[config.mk]
export PLATFORM = sky130hd
export DESIGN_NAME = bwb_front_flat
export DESIGN_NICKNAME = d
export VERILOG_FILES = /design/src/bwb_pkg.sv /design/src/bwb_if.sv /design/src/bwb_front.sv /design/src/flat_wrapper.sv
export SDC_FILE = /design/constraint.sdc
export NUM_CORES = 1
export LEC_CHECK = 0
export BUFFER_PORTS_ARGS = -buffer_cell sky130_fd_sc_hd__buf_4
export CORE_MARGIN = 2
export CORE_UTILIZATION = 54
export CTS_CLUSTER_SIZE = 20
export DETAILED_ROUTE_END_ITERATION = 6
export GPL_ROUTABILITY_DRIVEN = 0
export GPL_TIMING_DRIVEN = 0
export PLACE_DENSITY = 0.82
export SLEW_MARGIN = 20
export SYNTH_ARGS = -nofsm -noshare
export SYNTH_HDL_FRONTEND = slang
export SYNTH_SLANG_ARGS = --single-unit
[constraint.sdc]
create_clock -name clock -period 4.3 [get_ports clock]
set_input_delay 0 -clock clock [delete_from_list [all_inputs] [get_ports clock]]
set_output_delay 0 -clock clock [all_outputs]
set_load 0.02 [all_outputs]
[src/bwb_pkg.sv]
// Shared types and constants for the byte window buffer with search.
// No dependencies; the other files that use it refer to this package by scoped names.
package bwb_pkg;

   localparam int DEFAULT_CAPACITY = 1024;
   localparam int QUEUE_DEPTH      = 2;

   localparam int KIND_W  = 2;
   localparam int BYTE_W  = 8;
   localparam int POS_W   = 10;
   localparam int MIDX_W  = 10;
   localparam int FILL_W  = 11;

   typedef enum logic [KIND_W-1:0] {
      OP_APPEND = 2'd0,
      OP_REMOVE = 2'd1,
      OP_SEARCH = 2'd2,
      OP_READ   = 2'd3
   } op_type;

   typedef enum logic [1:0] {
      ST_IDLE,
      ST_READ_WAIT,
      ST_SEARCH,
      ST_RESULT
   } back_state_type;

   typedef struct packed {
      op_type            op;
      logic [BYTE_W-1:0] data_byte;
      logic [POS_W-1:0]  position;
   } cmd_type;

endpackage

[src/bwb_if.sv]
// Valid/ready channel interfaces for the request and response items.
// Depends on bwb_pkg for field widths.
interface bwb_req_if;
   logic                        valid;
   logic                        ready;
   logic [bwb_pkg::KIND_W-1:0]  kind;
   logic [bwb_pkg::BYTE_W-1:0]  data_byte;
   logic [bwb_pkg::POS_W-1:0]   position;

   modport source (output valid, kind, data_byte, position, input ready);
   modport sink   (input valid, kind, data_byte, position, output ready);
endinterface


[src/bwb_front.sv]
// Front end: accepts request items, decodes the kind and queues commands.
// Depends on bwb_pkg and bwb_req_if.
module bwb_front (
   input  logic             clock,
   input  logic             reset,
   bwb_req_if.sink          req,
   output logic             q_valid,
   output bwb_pkg::cmd_type q_cmd,
   input  logic             q_pop
);

   localparam int QD  = bwb_pkg::QUEUE_DEPTH;
   localparam int QPW = (QD > 1) ? $clog2(QD) : 1;
   localparam int QCW = $clog2(QD + 1);

   bwb_pkg::cmd_type entry_ff [QD];
   logic [QPW-1:0]   wr_ptr_ff, wr_ptr_in;
   logic [QPW-1:0]   rd_ptr_ff, rd_ptr_in;
   logic [QCW-1:0]   count_ff, count_in;
   bwb_pkg::cmd_type new_cmd;
   logic             push;
   logic             pop;

   always_comb begin
      new_cmd.data_byte = req.data_byte;
      new_cmd.position  = req.position;
      unique case (req.kind)
         bwb_pkg::OP_APPEND: new_cmd.op = bwb_pkg::OP_APPEND;
         bwb_pkg::OP_REMOVE: new_cmd.op = bwb_pkg::OP_REMOVE;
         bwb_pkg::OP_SEARCH: new_cmd.op = bwb_pkg::OP_SEARCH;
         default:            new_cmd.op = bwb_pkg::OP_READ;
      endcase
   end

   assign req.ready = (count_ff != QCW'(QD));
   assign push      = req.valid & req.ready;
   assign q_valid   = (count_ff != '0);
   assign q_cmd     = entry_ff[rd_ptr_ff];
   assign pop       = q_pop & q_valid;

   always_comb begin
      wr_ptr_in = wr_ptr_ff;
      rd_ptr_in = rd_ptr_ff;
      count_in  = count_ff;
      if (push) begin
         wr_ptr_in = (wr_ptr_ff == QPW'(QD - 1)) ? '0 : wr_ptr_ff + 1'b1;
      end
      if (pop) begin
         rd_ptr_in = (rd_ptr_ff == QPW'(QD - 1)) ? '0 : rd_ptr_ff + 1'b1;
      end
      if (push && !pop) begin
         count_in = count_ff + 1'b1;
      end else if (pop && !push) begin
         count_in = count_ff - 1'b1;
      end
   end

   always_ff @(posedge clock) begin
      if (reset) begin
         wr_ptr_ff <= '0;
         rd_ptr_ff <= '0;
         count_ff  <= '0;
      end else begin
         wr_ptr_ff <= wr_ptr_in;
         rd_ptr_ff <= rd_ptr_in;
         count_ff  <= count_in;
      end
   end

   always_ff @(posedge clock) begin
      if (push) begin
         entry_ff[wr_ptr_ff] <= new_cmd;
      end
   end

endmodule

[src/flat_wrapper.sv]
// flat-port wrapper written by rule: the top's interface ports become plain ports
module bwb_front_flat 
  (clock, reset, q_valid, q_cmd, q_pop, req_valid, req_kind, req_data_byte, req_position, req_ready);
  bwb_req_if req_i ();
  input  logic clock;
  input  logic reset;
  output logic q_valid;
  output bwb_pkg::cmd_type q_cmd;
  input  logic q_pop;
  input wire logic [$bits(req_i.valid)-1:0] req_valid;
  input wire logic [$bits(req_i.kind)-1:0] req_kind;
  input wire logic [$bits(req_i.data_byte)-1:0] req_data_byte;
  input wire logic [$bits(req_i.position)-1:0] req_position;
  output wire logic [$bits(req_i.ready)-1:0] req_ready;
  assign req_i.valid = req_valid;
  assign req_i.kind = req_kind;
  assign req_i.data_byte = req_data_byte;
  assign req_i.position = req_position;
  assign req_ready = req_i.ready;
  bwb_front u_core (.clock(clock), .reset(reset), .req(req_i), .q_valid(q_valid), .q_cmd(q_cmd), .q_pop(q_pop));
endmodule
# Word level (Yosys, flattened, before mapping)
# Memories as Yosys holds them, arrays and structs flattened. A register that Yosys moved wholly into a read port is not among the register bits.
# Index checks and enable logic that the tools add are counted.
# W data, S select, Z words.
dict set report totals {
  ff_bits 4
  mem_bits_rw 40
  in_bits 24
  wordCells 29
  n_memories 1
}
dict set report op_classes {
  add_sub_neg 4
  n_eq_ne 3
  mux 9
  n_bitwise 2
  reduce_logical 7
}
# name depth width read_ports rd_clocked_by_memory_dff wr line_no
set mem_list {}
lappend mem_list {u_core.entry_ff 2 20 1 1 1 bwb_front.sv:16} ;# bwb_pkg::cmd_type entry_ff [QD];
# operator n
set ops {}
lappend ops {{$mux W1} 6}
lappend ops {{$pmux W2 S3} 1}
lappend ops {{$mux W2} 2}
lappend ops {{$reduce_bool A2 Y1} 2}
lappend ops {{$add A1 B1 Y1 const B} 2}
lappend ops {{$add A2 B1 Y2 const B} 1}
lappend ops {{$and A1 B1 Y1} 2}
lappend ops {{$eq A2 B1 Y1 const B} 1}
lappend ops {{$eq A2 B2 Y1 const B} 1}
lappend ops {{$logic_and A1 B1 Y1} 2}
lappend ops {{$logic_not A1 Y1} 2}
lappend ops {{$logic_not A2 Y1} 1}
lappend ops {{$ne A2 B2 Y1 const B} 1}
lappend ops {{$sub A2 B1 Y2 const B} 1}

# Longest topological paths before layout
dict set report logic_depth {
  depth_word 6
  ltp_mapped 6
  depth_no_buf 6
}

# Least setup slack after synthesis
# No wires, ideal clock.
dict set report synth_path {
  path_kind {reg-to-reg}
  from {register u_core.count_ff[0]}
  to {memory u_core.entry_ff[1][0] (netlist bit), enable pin}
  arrival_ps 1291
  t_required_ps 3922
  setup_slack_ps 2631
  stages_incl_launch_ff 3
  path_cell_list {dfxtp_1 nand2b_1 and3_1}
}
dict set report synth_via {
  elab_chain_len 4
}
# item line_no
set synth_rtl {}
lappend synth_rtl {{start, declared} bwb_front.sv:19} ;# logic [QCW-1:0] count_ff, count_in;
lappend synth_rtl {{start signal, assigned} bwb_front.sv:66} ;# count_ff <= count_in;
lappend synth_rtl {{$ne A2 B2 Y1} bwb_front.sv:35} ;# assign req.ready = (count_ff != QCW'(QD));
lappend synth_rtl {{via req_ready} flat_wrapper.sv:14} ;# output wire logic [$bits(req_i.ready)-1:0] req_ready;
lappend synth_rtl {{$and A1 B1 Y1} bwb_front.sv:36} ;# assign push = req.valid & req.ready;
lappend synth_rtl {{$mux W1} bwb_front.sv:71} ;# if (push) begin
lappend synth_rtl {{$mux W1 (not written as such)} bwb_front.sv:72} ;# entry_ff[wr_ptr_ff] <= new_cmd;
lappend synth_rtl {{end, declared} bwb_front.sv:16}
# The timed path passes the listed nets, and every way through them passes these cells.

# Final worst setup path
dict set report layout_path {
  from {register u_core.count_ff[0]}
  to {memory u_core.entry_ff[1][7] (netlist bit), enable pin}
}
dict set report layout_via {
  elab_chain_len 4
}
# item line_no
set layout_rtl {}
lappend layout_rtl {{$ne A2 B2 Y1} bwb_front.sv:35}
lappend layout_rtl {{$and A1 B1 Y1} bwb_front.sv:36}
lappend layout_rtl {{$mux W1} bwb_front.sv:71}
lappend layout_rtl {{$mux W1 (not written as such)} bwb_front.sv:72}
# Every way passes these cells.

==> run_summary.xml <==
<?xml version="1.0" encoding="UTF-8"?>
<metrics>
  <group name="cts">
    <metric name="cts_max_level" unit="">2</metric>
    <metric name="clock_latency" unit="ps">340</metric>
    <metric name="cts_buffers" unit="">5</metric>
    <metric name="tritoncts" unit="">built</metric>
    <metric name="ctsRootBufferMaster" unit="">clkbuf_4</metric>
    <metric name="clock_tree.buffer_depth" unit="">2</metric>
    <metric name="cts_resized" unit="">0</metric>
    <metric name="clk_pin_slew" unit="ps">110</metric>
    <metric name="clkSinkCount" unit="">45</metric>
  </group>
  <group name="place">
    <metric name="place_inst" unit="">164</metric>
    <metric name="dpl-instance-area" unit="µm²">2030</metric>
    <metric name="placement.setup.worst_slack" unit="ps">2480</metric>
    <metric name="io_buffers" unit="">43</metric>
    <metric name="place_hpwl" unit="µm">1750</metric>
  </group>
  <group name="route">
    <metric name="wl_per_cell" unit="µm">15.1</metric>
    <metric name="drc" unit="">0</metric>
    <metric name="number_of_design_rule_violations_left_by_the_first_detailed_router_iteration" unit="">21</metric>
    <metric name="dr_pass1_iterations" unit="">4</metric>
    <metric name="detail-route-antenna-nets" unit="">0</metric>
    <metric name="routed_wl" unit="µm">2910</metric>
    <metric name="via_per_inst" unit="">5.08</metric>
    <metric name="routed-via-count" unit="">981</metric>
  </group>
  <group name="layout">
    <metric name="finalInstanceArea" unit="µm²">2300</metric>
    <metric name="antenna_cells_inserted" unit="">0</metric>
    <metric name="finalCoreUtilization" unit="">0.765</metric>
    <metric name="final.fill_count" unit="">194</metric>
    <metric name="area.sequential" unit="µm²">1300</metric>
    <metric name="post_route_cells_drive_above_1_share" unit="">0.450</metric>
    <metric name="finalNonFillerCells" unit="">193</metric>
    <metric name="layout.nets" unit="">185</metric>
    <metric name="flow.area_growth_from_synthesis" unit="%">37.8</metric>
    <metric name="multi_input_area" unit="µm²">344</metric>
  </group>
  <group name="min_path">
    <metric name="hold_start" unit="">q_pop</metric>
    <metric name="timing.hold.worst.class" unit="">input port to flip-flop</metric>
  </group>
  <group name="sta">
    <metric name="post-route-period-util" unit="">0.426</metric>
    <metric name="hold_violation_total_from_the_final_report" unit="">0</metric>
    <metric name="fin_ws" unit="ps">2470</metric>
    <metric name="slew-limit-headroom" unit="">0.373</metric>
    <metric name="timing_worst_slew_pin_value" unit="ps">940</metric>
    <metric name="setup_total_negative_slack" unit="ps">0</metric>
    <metric name="final-max-slew-violation-count" unit="">0</metric>
    <metric name="setup_viol" unit="">0</metric>
    <metric name="worst_clock_skew" unit="ps">6.59</metric>
    <metric name="timing.fmax" unit="GHz">0.545</metric>
    <metric name="fin_worst_hold_slack" unit="ps">181</metric>
    <metric name="final_period_minus_worst_setup_slack" unit="ps">1830</metric>
    <metric name="grt_setup_unrepaired" unit="">false</metric>
  </group>
  <group name="synthesis">
    <metric name="ys_types" unit="">18</metric>
    <metric name="yosysSeqAreaShare" unit="">0.781</metric>
    <metric name="dominantRegCellSynth" unit="">edfxtp_1</metric>
    <metric name="synth_xor_area_frac" unit="">0.0158</metric>
    <metric name="synth_top_family_by_area" unit="">multiplexers</metric>
    <metric name="postSynthNetCount" unit="">113</metric>
    <metric name="yosysTopAreaCell" unit="">edfxtp_1</metric>
    <metric name="ys_ff_latch" unit="">45</metric>
    <metric name="synthDominantCellAreaShare" unit="">0.721</metric>
    <metric name="synth.cell_area" unit="µm²">1670</metric>
    <metric name="synth.yosys.warnings" unit="">0</metric>
    <metric name="synth_area_per_cell" unit="µm²">18.9</metric>
    <metric name="synth_most_common_cell" unit="">edfxtp_1</metric>
    <metric name="ys_top_cells_by_count" unit="">edfxtp_1, mux2_2, dfxtp_1, nor2_1, xor2_1</metric>
    <metric name="synthAdderAreaFrac" unit="">0.00751</metric>
    <metric name="synth_mux_area_frac" unit="">0.135</metric>
    <metric name="synth_top_cells_by_area" unit="">edfxtp_1, mux2_2, dfxtp_1</metric>
    <metric name="syn_inst" unit="">88</metric>
    <metric name="synth_edf_count" unit="">40</metric>
    <metric name="ys_async_sr_fraction" unit="">0</metric>
    <metric name="simple_gate_fraction_of_synth_area" unit="">0.0300</metric>
    <metric name="synth_area_in_compound_gates" unit="">0.0180</metric>
  </group>
  <group name="pwr">
    <metric name="design_power_total" unit="mW">1.17</metric>
    <metric name="p_leak" unit="nW">0.886</metric>
    <metric name="worst_ir_drop_vdd" unit="mV">0.412</metric>
    <metric name="power-per-cell-area" unit="nW/µm²">511</metric>
  </group>
  <group name="floorplan">
    <metric name="design.die.area" unit="µm²">3550</metric>
    <metric name="chipWidth" unit="µm">59.6</metric>
    <metric name="placeable_core_region" unit="µm²">3000</metric>
    <metric name="starting_density_of_the_core" unit="">0.555</metric>
    <metric name="number_of_top_level_design_ports" unit="">46</metric>
    <metric name="num_rows" unit="">20</metric>
    <metric name="die_height" unit="µm">59.6</metric>
  </group>
  <group name="global_route">
    <metric name="grt_pass1_vias" unit="">1029</metric>
    <metric name="grt_first_pass_wirelength" unit="µm">4450</metric>
    <metric name="grt_overflow_total" unit="">0</metric>
    <metric name="antenna_found_initial" unit="">0</metric>
    <metric name="groute.usage.overall" unit="">0.185</metric>
    <metric name="grt_max_degree" unit="">21</metric>
  </group>
  <group name="setup_path">
    <metric name="crit_path_end_kind" unit="">flip-flop</metric>
    <metric name="cp_data_arrival_time" unit="ps">1800</metric>
    <metric name="critPathTopFamily" unit="">simple AND/OR/NAND/NOR gates</metric>
    <metric name="reg2reg_from" unit="">u_core.count_ff[0]</metric>
    <metric name="setup.worst_path.class" unit="">flip-flop to flip-flop</metric>
    <metric name="crit_path_max_fanout" unit="">20</metric>
    <metric name="cp_slowest_cell" unit="">and3_1</metric>
    <metric name="start_kind" unit="">flip-flop</metric>
    <metric name="cp.required" unit="ps">4270</metric>
    <metric name="timing.critical_path.slowest_cell_delay" unit="ps">800</metric>
    <metric name="setup.worst_path.start" unit="">u_core.count_ff[0]</metric>
    <metric name="worst-path-buf-inv" unit="">0</metric>
    <metric name="path_cells" unit="">nand2b_1 &gt; and3_1</metric>
  </group>
  <group name="job">
    <metric name="max-cap-violations" unit="">0</metric>
  </group>
  <group name="status">
    <metric name="result_of_the_run" unit="">completed</metric>
  </group>
</metrics>
[repair_timing]
item / 4_1_cts / 5_1_grt
endpoints found under the setup margin: 0 / 0
hold endpoints to repair: 45 / 0
buffers inserted: 0 / 0
hold buffers: 22 / 0
[report_power, final]
group | internal (mW) | switching (mW) | leakage [nW] | total (mW)
Combinational | 0.204 | 0.222 | 0.445 | 0.426
Clock | 0.0595 | 0.114 | 0.0258 | 0.174
Sequential | 0.549 | 0.0229 | 0.415 | 0.572
[state kept, by name, summed over array words and instances, names as in the netlist, named ones only]
signal / cells
u_core.entry_ff: 40
u_core.count_ff: 2
u_core.rd_ptr_ff: 1
u_core.wr_ptr_ff: 1
[tightest hold or removal path: stages]
cell	delay, ps
buf_4	110
o21ai_0	150
xor2_1	140
nor2_1	80
[kinds of logic (layout without fill, tap and decap cells)]
group | count (synthesis) | after routing
buffers and inverters | 5 | 77
and+or+nand+nor | 9 | 9
muxes | 20 | 20
AOI/OAI and AO/OA | 5 | 5
xor gates and xnor gates | 3 | 3
DFF | 45 | 45
adders and majority gates | 1 | 1
[routing by layer]
layer	vias up	track usage	part of all wire
li1	476	-	-
met1	468	0.173	0.37
met2	29	0.344	0.56
met3	8	0.0546	0.047
met4	0	0.114	0.030
met5	-	0	0
[layout make-up]
cell class                      count  share of cell area
Clock inverter                      1             0.00163
Clock buffer                        6              0.0180
Tap cell                           33              0.0180
Timing Repair Buffer               65               0.237
Inverter                            1             0.00163
Multi-Input combinational cell     38               0.150
Buffer                              4             0.00763
Sequential cell                    45               0.567
[final timing paths]
check                               end  slack (ps)  cells past startpoint
hold reg to reg        u_core.rd_ptr_ff         560                      2
setup / recovery  u_core.entry_ff[1][7]        2470                      2
setup reg to reg  u_core.entry_ff[1][7]        2470                      2
hold / removal         u_core.rd_ptr_ff         180                      4
[placed cells by master (no fill, tap or decap)]
cell type      instances
or2_2                  1
and2_1                 1
a21bo_2                1
nor2_1                 3
dfxtp_1                5
nand3b_1               1
a21oi_1                2
dlygate4sd3_1         22
or3_1                  1
buf_4                 43
and3_1                 1
clkbuf_1               3
clkinv_1               1
clkbuf_4               5
inv_1                  1
ha_1                   1
xor2_1                 3
nand2b_1               1
mux2_2                20
o21ai_0                2
edfxtp_1              40
buf_2                  2
Power figures use the tool's default switching activity.
